--- src/hdl/nce_pkg.sv ---
// shared types, operation codes and lookup tables of the noise channel
package nce_pkg;

	localparam int LfsrWidth   = 15;
	localparam int TimerWidth  = 12;
	localparam int LengthWidth = 8;
	localparam int LevelWidth  = 4;

	typedef enum logic [2:0] {
		OP_ENV_WRITE  = 3'd0,
		OP_MODE_WRITE = 3'd1,
		OP_LEN_WRITE  = 3'd2,
		OP_EN_WRITE   = 3'd3,
		OP_QUARTER    = 3'd4,
		OP_HALF       = 3'd5,
		OP_TIMER      = 3'd6
	} op_t;

	typedef struct packed {
		logic [LevelWidth-1:0] sample;
		logic                  length_active;
	} result_t;

	localparam logic [LevelWidth-1:0] VolumeMax = 4'd15;

	function automatic logic [TimerWidth-1:0] period_lookup(input logic [3:0] idx);
		logic [TimerWidth-1:0] val;
		case (idx)
			4'd0:    val = 12'd4;
			4'd1:    val = 12'd8;
			4'd2:    val = 12'd16;
			4'd3:    val = 12'd32;
			4'd4:    val = 12'd64;
			4'd5:    val = 12'd96;
			4'd6:    val = 12'd128;
			4'd7:    val = 12'd160;
			4'd8:    val = 12'd202;
			4'd9:    val = 12'd254;
			4'd10:   val = 12'd380;
			4'd11:   val = 12'd508;
			4'd12:   val = 12'd762;
			4'd13:   val = 12'd1016;
			4'd14:   val = 12'd2034;
			default: val = 12'd4068;
		endcase
		return val;
	endfunction

	function automatic logic [LengthWidth-1:0] length_lookup(input logic [4:0] idx);
		logic [LengthWidth-1:0] val;
		case (idx)
			5'd0:    val = 8'd10;
			5'd1:    val = 8'd254;
			5'd2:    val = 8'd20;
			5'd3:    val = 8'd2;
			5'd4:    val = 8'd40;
			5'd5:    val = 8'd4;
			5'd6:    val = 8'd80;
			5'd7:    val = 8'd6;
			5'd8:    val = 8'd160;
			5'd9:    val = 8'd8;
			5'd10:   val = 8'd60;
			5'd11:   val = 8'd10;
			5'd12:   val = 8'd14;
			5'd13:   val = 8'd12;
			5'd14:   val = 8'd26;
			5'd15:   val = 8'd14;
			5'd16:   val = 8'd12;
			5'd17:   val = 8'd16;
			5'd18:   val = 8'd24;
			5'd19:   val = 8'd18;
			5'd20:   val = 8'd48;
			5'd21:   val = 8'd20;
			5'd22:   val = 8'd96;
			5'd23:   val = 8'd22;
			5'd24:   val = 8'd192;
			5'd25:   val = 8'd24;
			5'd26:   val = 8'd72;
			5'd27:   val = 8'd26;
			5'd28:   val = 8'd16;
			5'd29:   val = 8'd28;
			5'd30:   val = 8'd32;
			default: val = 8'd30;
		endcase
		return val;
	endfunction

endpackage

--- src/hdl/noise_channel_lfsr_envelope.sv ---
// top level of the noise channel: input register, channel state, output register
// an accepted item passes from the input register through the channel state into the output register
// throughput: one item per clock, sustained while the output side keeps taking
// every item produces exactly one result item, in order
// the pace is set by the single state-update pass between input and output registers
// arst_n clears all channel state (shift register to 1) and empties both stages
module noise_channel_lfsr_envelope (
	input  logic       clk,
	input  logic       arst_n,
	input  logic       s_tvalid,
	output logic       s_tready,
	input  logic [7:0] s_tdata,  // [7:0] data_byte
	input  logic [2:0] s_tuser,  // [2:0] opcode
	output logic       m_tvalid,
	input  logic       m_tready,
	output logic [7:0] m_tdata   // [3:0] sample, [4] length_active, [7:5] zero
);
	import nce_pkg::*;

	// input stage
	logic       valid_s1;
	op_t        op_s1;
	logic [7:0] data_s1;

	// output stage
	logic       m_valid_q;
	result_t    result_q;
	result_t    result;

	logic       advance;

	// item in stage one moves on when the output register is free or being drained
	assign advance  = valid_s1 && (!m_valid_q || m_tready);
	assign s_tready = !valid_s1 || advance;

	always_ff @(posedge clk or negedge arst_n) begin
		if (!arst_n) begin
			valid_s1 <= 1'b0;
		end else if (s_tready) begin
			valid_s1 <= s_tvalid;
		end
	end

	// payload needs no reset
	always_ff @(posedge clk) begin
		if (s_tvalid && s_tready) begin
			op_s1   <= op_t'(s_tuser);
			data_s1 <= s_tdata;
		end
	end

	// channel state advances once per item as it leaves stage one
	nce_core u_core (
		.clk    (clk),
		.arst_n (arst_n),
		.step   (advance),
		.op     (op_s1),
		.data   (data_s1),
		.result (result)
	);

	always_ff @(posedge clk or negedge arst_n) begin
		if (!arst_n) begin
			m_valid_q <= 1'b0;
		end else if (!m_valid_q || m_tready) begin
			m_valid_q <= valid_s1;
		end
	end

	always_ff @(posedge clk) begin
		if (advance) begin
			result_q <= result;
		end
	end

	assign m_tvalid = m_valid_q;
	assign m_tdata  = {3'b000, result_q.length_active, result_q.sample};

endmodule

--- src/hdl/nce_core.sv ---
// channel state: envelope, length counter, period timer and shift register
module nce_core (
	input  logic              clk,
	input  logic              arst_n,
	input  logic              step,
	input  nce_pkg::op_t      op,
	input  logic [7:0]        data,
	output nce_pkg::result_t  result
);
	import nce_pkg::*;

	logic [LfsrWidth-1:0]   lfsr_q, lfsr_d;
	logic [TimerWidth-1:0]  timer_q, timer_d;
	logic [TimerWidth-1:0]  reload_q, reload_d;
	logic                   short_q, short_d;
	logic                   loop_q, loop_d;
	logic                   env_en_q, env_en_d;
	logic [3:0]             period_q, period_d;
	logic                   restart_q, restart_d;
	logic [3:0]             divider_q, divider_d;
	logic [LevelWidth-1:0]  volume_q, volume_d;
	logic [LengthWidth-1:0] length_q, length_d;
	logic                   enabled_q, enabled_d;
	logic                   out_bit_q, out_bit_d;
	logic                   fb;

	always_comb begin
		lfsr_d    = lfsr_q;
		timer_d   = timer_q;
		reload_d  = reload_q;
		short_d   = short_q;
		loop_d    = loop_q;
		env_en_d  = env_en_q;
		period_d  = period_q;
		restart_d = restart_q;
		divider_d = divider_q;
		volume_d  = volume_q;
		length_d  = length_q;
		enabled_d = enabled_q;
		out_bit_d = out_bit_q;
		fb        = lfsr_q[0] ^ (short_q ? lfsr_q[6] : lfsr_q[1]);
		case (op)
			OP_ENV_WRITE: begin
				loop_d   = data[5];
				env_en_d = ~data[4];
				period_d = data[3:0];
			end
			OP_MODE_WRITE: begin
				short_d  = data[7];
				reload_d = period_lookup(data[3:0]);
			end
			OP_LEN_WRITE: begin
				if (enabled_q) begin
					length_d = length_lookup(data[7:3]);
				end
				restart_d = 1'b1;
			end
			OP_EN_WRITE: begin
				enabled_d = data[0];
				if (!data[0]) begin
					length_d = '0;
				end
			end
			OP_QUARTER: begin
				if (restart_q) begin
					restart_d = 1'b0;
					volume_d  = VolumeMax;
					divider_d = period_q;
				end else if (divider_q == 4'd0) begin
					divider_d = period_q;
					if (volume_q != '0) begin
						volume_d = volume_q - 1'b1;
					end else if (loop_q) begin
						volume_d = VolumeMax;
					end
				end else begin
					divider_d = divider_q - 1'b1;
				end
			end
			OP_HALF: begin
				if (!loop_q && length_q != '0) begin
					length_d = length_q - 1'b1;
				end
			end
			OP_TIMER: begin
				// timer is frozen while the length counter is empty
				if (length_q != '0) begin
					if (timer_q == '0) begin
						lfsr_d    = {fb, lfsr_q[LfsrWidth-1:1]};
						out_bit_d = ~lfsr_q[1];
						timer_d   = reload_q;
					end else begin
						timer_d = timer_q - 1'b1;
					end
				end
			end
			default: begin
			end
		endcase
	end

	always_comb begin
		result.length_active = (length_d != '0);
		if (length_d != '0 && out_bit_d) begin
			result.sample = env_en_d ? volume_d : period_d;
		end else begin
			result.sample = '0;
		end
	end

	always_ff @(posedge clk or negedge arst_n) begin
		if (!arst_n) begin
			lfsr_q    <= LfsrWidth'(1);
			timer_q   <= '0;
			reload_q  <= '0;
			short_q   <= 1'b0;
			loop_q    <= 1'b0;
			env_en_q  <= 1'b0;
			period_q  <= '0;
			restart_q <= 1'b0;
			divider_q <= '0;
			volume_q  <= '0;
			length_q  <= '0;
			enabled_q <= 1'b0;
			out_bit_q <= 1'b0;
		end else if (step) begin
			lfsr_q    <= lfsr_d;
			timer_q   <= timer_d;
			reload_q  <= reload_d;
			short_q   <= short_d;
			loop_q    <= loop_d;
			env_en_q  <= env_en_d;
			period_q  <= period_d;
			restart_q <= restart_d;
			divider_q <= divider_d;
			volume_q  <= volume_d;
			length_q  <= length_d;
			enabled_q <= enabled_d;
			out_bit_q <= out_bit_d;
		end
	end

endmodule
--- config.mk ---
export PLATFORM = sky130hd
export DESIGN_NAME = noise_channel_lfsr_envelope
export DESIGN_NICKNAME = d
export VERILOG_FILES = /design/src/hdl/nce_pkg.sv /design/src/hdl/noise_channel_lfsr_envelope.sv /design/src/hdl/nce_core.sv
export SDC_FILE = /design/constraint.sdc
export NUM_CORES = 1
export LEC_CHECK = 0
export ABC_AREA = 1
export BUFFER_PORTS_ARGS = -buffer_cell sky130_fd_sc_hd__buf_2
export CORE_MARGIN = 2
export CORE_UTILIZATION = 35
export CTS_BUF_LIST = sky130_fd_sc_hd__clkbuf_4 sky130_fd_sc_hd__clkbuf_8
export DETAILED_ROUTE_END_ITERATION = 7
export PLACE_DENSITY_LB_ADDON = 0.3
export SLEW_MARGIN = 15
export SYNTH_ARGS = -nofsm -noshare
export SYNTH_HDL_FRONTEND = slang
export SYNTH_SLANG_ARGS = --single-unit
export TNS_END_PERCENT = 50
--- constraint.sdc ---
create_clock -name clk -period 3.4 [get_ports clk]
set_input_delay 0.17 -clock clk [delete_from_list [all_inputs] [get_ports clk]]
set_output_delay 0.17 -clock clk [all_outputs]
set_load 0.02 [all_outputs]
# == Word-level counts from Yosys, hierarchy flattened ==
# Memory sizes are Yosys's and may differ from the RTL's. A register that Yosys moved wholly into a read port is not among the register bits.
# Cells that the tools add are included.
# word_totals
romBits,400
n_memories,2
word_cells,79
inputBits,15
output_inout_bits,10
reg_bits,83
# mem_list
memory,depth,word_bits,read_ports,rd_clocked_by_memory_dff,write_ports,line_no,text
(no name shown),32,7,1,1,0,nce_pkg.sv:51,case (idx)
(no name shown),16,11,1,1,0,nce_pkg.sv:28,case (idx)
# classes
bitwise,3
n_addsub,4
eq_ne,6
reduce_logical,24
muxes,21
# ops
op,n
$mux W4,9
$mux W8,3
$pmux W8 S3,1
$reduce_bool A8 Y1,2
$logic_not A12 Y1,1
$mux W12,1
$sub A12 B1 Y12 const B,1
$reduce_and A2 Y1,5
$eq A3 B3 Y1 const B,3
$sub A4 B1 Y4 const B,2
$sub A8 B1 Y8 const B,1
$eq A3 B2 Y1 const B,2
$mux W1,5
$mux W5,1
$logic_and A1 B1 Y1,4
$logic_not A1 Y1,4
$logic_not A4 Y1,1
$reduce_and A4 Y1,1
$reduce_bool A4 Y1,1
$eq A3 B1 Y1 const B,1
$logic_not A3 Y1,1
$reduce_and A3 Y1,1
$logic_or A1 B1 Y1,2
$not A1 Y1,2
other kinds (3),3

# == Logic depth before layout (Yosys ltp) ==
# depth
depth_word,6
depth_mapped,15
depth_no_buf,15

# == Modules after synthesis ==
# Synthesis repeated with hierarchy kept, for this count alone.
# unflattened
cells_unflattened,598
hier_area_um2,4662.0
# by_module_without_submodules
module,seq_area_each_um2,cells_each,area_each_um2,n_inst
nce_core,1602.8,566,4060.1,1
noise_channel_lfsr_envelope,530.5,32,601.8,1

# == Worst setup path before layout ==
# OpenSTA, ideal clock, no wires.
# synth_path
path_type,register -> register
start,"reg m_valid_q, in the netlist m_tvalid"
end,reg (tool-made name)
arrival_time_ns,1.932
setup_time_ns,0.125
path_buffers,1
synth_period_minus_slack_ns,2.057
slack_ns,1.343
stages_incl_launch_ff,9
required_time_ns,3.275
path_cell_list,dfrtp_1 nand3_1 nand2_2 buf_6 o21ai_1 ha_1 a31oi_1 and3_1 a31oi_1
# synth_lines
element,line_no,text
"start, declared",noise_channel_lfsr_envelope.sv:26,logic m_valid_q;
"start signal, assigned",noise_channel_lfsr_envelope.sv:66,m_valid_q <= valid_s1;

# == Worst setup path in the final report ==
# layout_path
start,reg u_core.timer_q[0]
end,reg u_core.lfsr_q[7]
# layout_via
elab_chain_cells,2
# layout_lines
element,line_no,text
"start, declared",nce_core.sv:13,"logic [TimerWidth-1:0] timer_q, timer_d;"
"start signal, assigned",nce_core.sv:128,timer_q <= timer_d;
$logic_not A12 Y1,nce_core.sv:88,if (timer_q == '0) begin
$reduce_and A4 Y1 (no line),-,
"end signal, assigned",nce_core.sv:113,lfsr_q <= LfsrWidth'(1);
"end signal, assigned",nce_core.sv:127,lfsr_q <= lfsr_d;
"end, declared",nce_core.sv:12,"logic [LfsrWidth-1:0] lfsr_q, lfsr_d;"
# No other way between the ends.
# A chain may end at the register's enable or synchronous reset.

==> flow_summary.toml <==
[synth]
synth_seq_area_share = 0.4597
syn_area_per_cell_um2 = 8.148
synthCells = 607
yosys_warnings = 0
synth.top_cell.area_share = 0.3289
synthTopCellsByArea = "dfrtp_1 (33%), nand2_1 (11%), edfxtp_1 (9.7%)"
netlist-cell-type-count = 46
synth_edf_count = 16
syn_area_mm2 = 0.004946
yosys.area.top_type = "dfrtp_1"
synth_ff_type = "dfrtp_1"
async_reset_ff_frac = 0.7416
ys_ff_latch = 89

[cells_and_area]
multi_input_area_mm2 = 0.002285
fill_cells = 1385
antenna_cells = 0
drive_above_1_share = 0.1571
finalNetCount = 665
synthToLayoutAreaGrowth_pct = 10.90
fin_cells = 823
regArea_mm2 = 0.002273

[clock_tree]
worstSkewPairLatency_ps = 380
clk_pin_slew_ps = 90
clk_root_buffer_cell = "clkbuf_8"
cts_made_buffers = 9
cts_tree = "yes"
cts_sinks = 89
clk_path_buf_depth = 2
cts_resized = 0
htreeDepth = 3

[global_route]
grt_usage = 0.1568
grt_antenna_before_repair = 0
grt_overflow = 0
grt_first_pass_wirelength_um = 18670
grt_max_degree = 67
grt_pass1_vias = 3929

[pwr]
pwr-share-seq = 0.441
leakage_nw = 2.560
ir_drop_mv = 0.2573
comb_power_share = 0.370
swShare = 0.4087
p_clk_frac = 0.189
switching_power_mw = 1.433
intPower_mw = 2.072
p_per_area_mw_per_mm2 = 638.9

[setup_path]
worst_ep_arrival_time_ps = 2800
end_kind = "register"
crit_type = "register to register"
required_ps = 3670
critPathLaunchType = "register"
worstPathMaxFanout = 20

[routing]
remaining_drc_errors = 0
viasPerCell = 4.990
detail-route-antenna-nets = 0
drt_iter0_drc = 199
wirelength_um = 10900
avgRoutedWirePerCell_um = 13.25
vias = 4107
drtPass1Iterations = 5

[die]
ioPinCount = 25
num_rows = 43
dieArea_mm2 = 0.01510
initial_core_util = 0.3577
core_mm2 = 0.01383
die_w_um = 122.9
die_y_um = 122.9

[status]
status = "finished, violations left"
violations = "hold timing"

[placement]
gp_congestion = 0.9185
dp_hpwl_um = 7876
port_buffers = 21
place_ws_ps = 894.4
dpl.cell_count = 796

[timing]
hold_ws_ps = -40.91
period_share = 0.7452
period_minus_slack_ps = 2534
fmax_mhz = 394.7
rsz0062_at_grt = "no"
worstMarginPinSlew_ps = 875.3
max_slew_margin = 0.4164
fin_setup_tns_ps = 0
setup_viol = 0
hold_viol = 22
worst_slack_ps = 866.4
drv_slew = 0
fin_skew_ps = 16.64

[flow_run]
drv_cap = 0

[min_path]
hold_path_class = "input port to async pin"
## Yosys cell counts, types with 11 or more instances
master    count
dfrtp_1      65
nand3_1      24
inv_2        19
nand2_2      11
a21oi_1      27
o21ai_0      66
mux2_4       12
edfxtp_1     16
inv_1        58
nand2_1     149
nor2_1       41
ha_1         12
o21ai_1      14
## state kept, by name, summed over array words and instances, names as in the netlist, 3 cells and up, named ones only
name and count:
u_core.reload_q 11, m_tdata 5, u_core.timer_q 12, u_core.lfsr_q 15
data_s1 8, u_core.divider_q 4, u_core.length_q 8, op_s1 3
u_core.volume_q 4, u_core.period_q 4
## layout by cell type, fill, tap and decap left out, drive strengths merged
cell type / Yosys / layout
nand2: 160 / 160
o21ai: 83 / 83
inv: 77 / 77
dfrtp: 65 / 65
nor2: 48 / 48
a21oi: 29 / 29
nand3: 27 / 27
buf: 10 / 24
edfxtp: 16 / 16
mux2: 12 / 12
ha: 12 / 12
dlygate4sd3: 0 / 11
clkbuf: 7 / 11
a31oi: 7 / 7
nand4: 7 / 7
dfxtp: 7 / 7
nor3: 6 / 6
o211ai: 5 / 5
o22ai: 5 / 5
o31ai: 3 / 3
xor2: 3 / 3
conb: 1 / 3
clkinvlp: 0 / 3
clkinv: 1 / 3
a22oi: 2 / 2
o22a: 2 / 2
a21boi: 2 / 2
o221ai: 2 / 2
o311ai: 2 / 2
and3: 1 / 1
nor4: 1 / 1
o21bai: 1 / 1
a21o: 1 / 1
xnor2: 1 / 1
dfstp: 1 / 1
## metal layers
metal,global-route usage,up-vias,routed length (µm)
met5,0,-,0
met4,0.06968,0,260
met3,0.02277,21,434
met2,0.2455,116,4873
met1,0.2152,1906,5335
li1,-,2064,-
## cell type report
type / instances / share of cell area
clock buffers: 11 / 0.02532
flip-flops and latches: 89 / 0.4145
multi-input cells: 425 / 0.4165
repair buffers: 35 / 0.04334
clock inverters: 5 / 0.005931
well taps: 180 / 0.04106
inverters: 78 / 0.05338
## cell families after synthesis
group,share of synthesized area
xor gates and xnor gates,0.007085
other,0.0007582
muxes,0.03643
and+or+nand+nor,0.2216
adders and majority gates,0.03036
AOI/OAI and AO/OA,0.1642
DFF,0.4597
buffers and inverters,0.07994
## critical path: stages (launching register included)
cell     delay [ps]
dfrtp_1         370
inv_1           120
ha_1            160
inv_1            50
nor3_2          140
nand2_1         110
nor2_2          360
inv_2           230
nor2_4          150
nand2_2         310
mux2_4          410
## through the flow
stage            util  hold slack, ps  total power, mW  cell area, µm²
2_1_floorplan       -          -125.6            2.513            4954
3_3_place_gp   0.3763           346.5            2.801            5204
3_5_place_dp   0.3763           350.3            2.840            5204
4_1_cts        0.3967           22.18            3.524            5485
5_1_grt        0.3967           55.73            3.819            5485
6_report       0.3967          -40.91            3.505            5485
## path summary, 6_finish.rpt
path,from,end,slack (ps),depth (start not counted)
worst max-delay path,u_core.timer_q[0],u_core.lfsr_q[7],870,10
worst min-delay path,arst_n,u_core.lfsr_q[7],-40,2
worst max register to register,u_core.timer_q[0],u_core.lfsr_q[7],870,10
worst min register to register,u_core.lfsr_q[0],u_core.lfsr_q[0],490,2
max in group asynchronous,arst_n,u_core.length_q[6],2820,2
min in group clk,m_tready,m_tvalid,50,4
## power by group through the flow
stage | clock network [mW] | registers, mW | logic, mW
final | 0.661 | 1.55 | 1.30
after CTS | 0.687 | 1.54 | 1.29
after floorplan | 0 | 1.51 | 1.00
after detailed placement | 0 | 1.56 | 1.28
after global routing | 0.737 | 1.58 | 1.50
after global placement | 0 | 1.55 | 1.25
## repair_timing
item	CTS	global route
hold buffers	11	0
endpoints found under the hold margin	11	0
buffers inserted	0	0
Note: power is estimated with default switching activity, not from simulation.
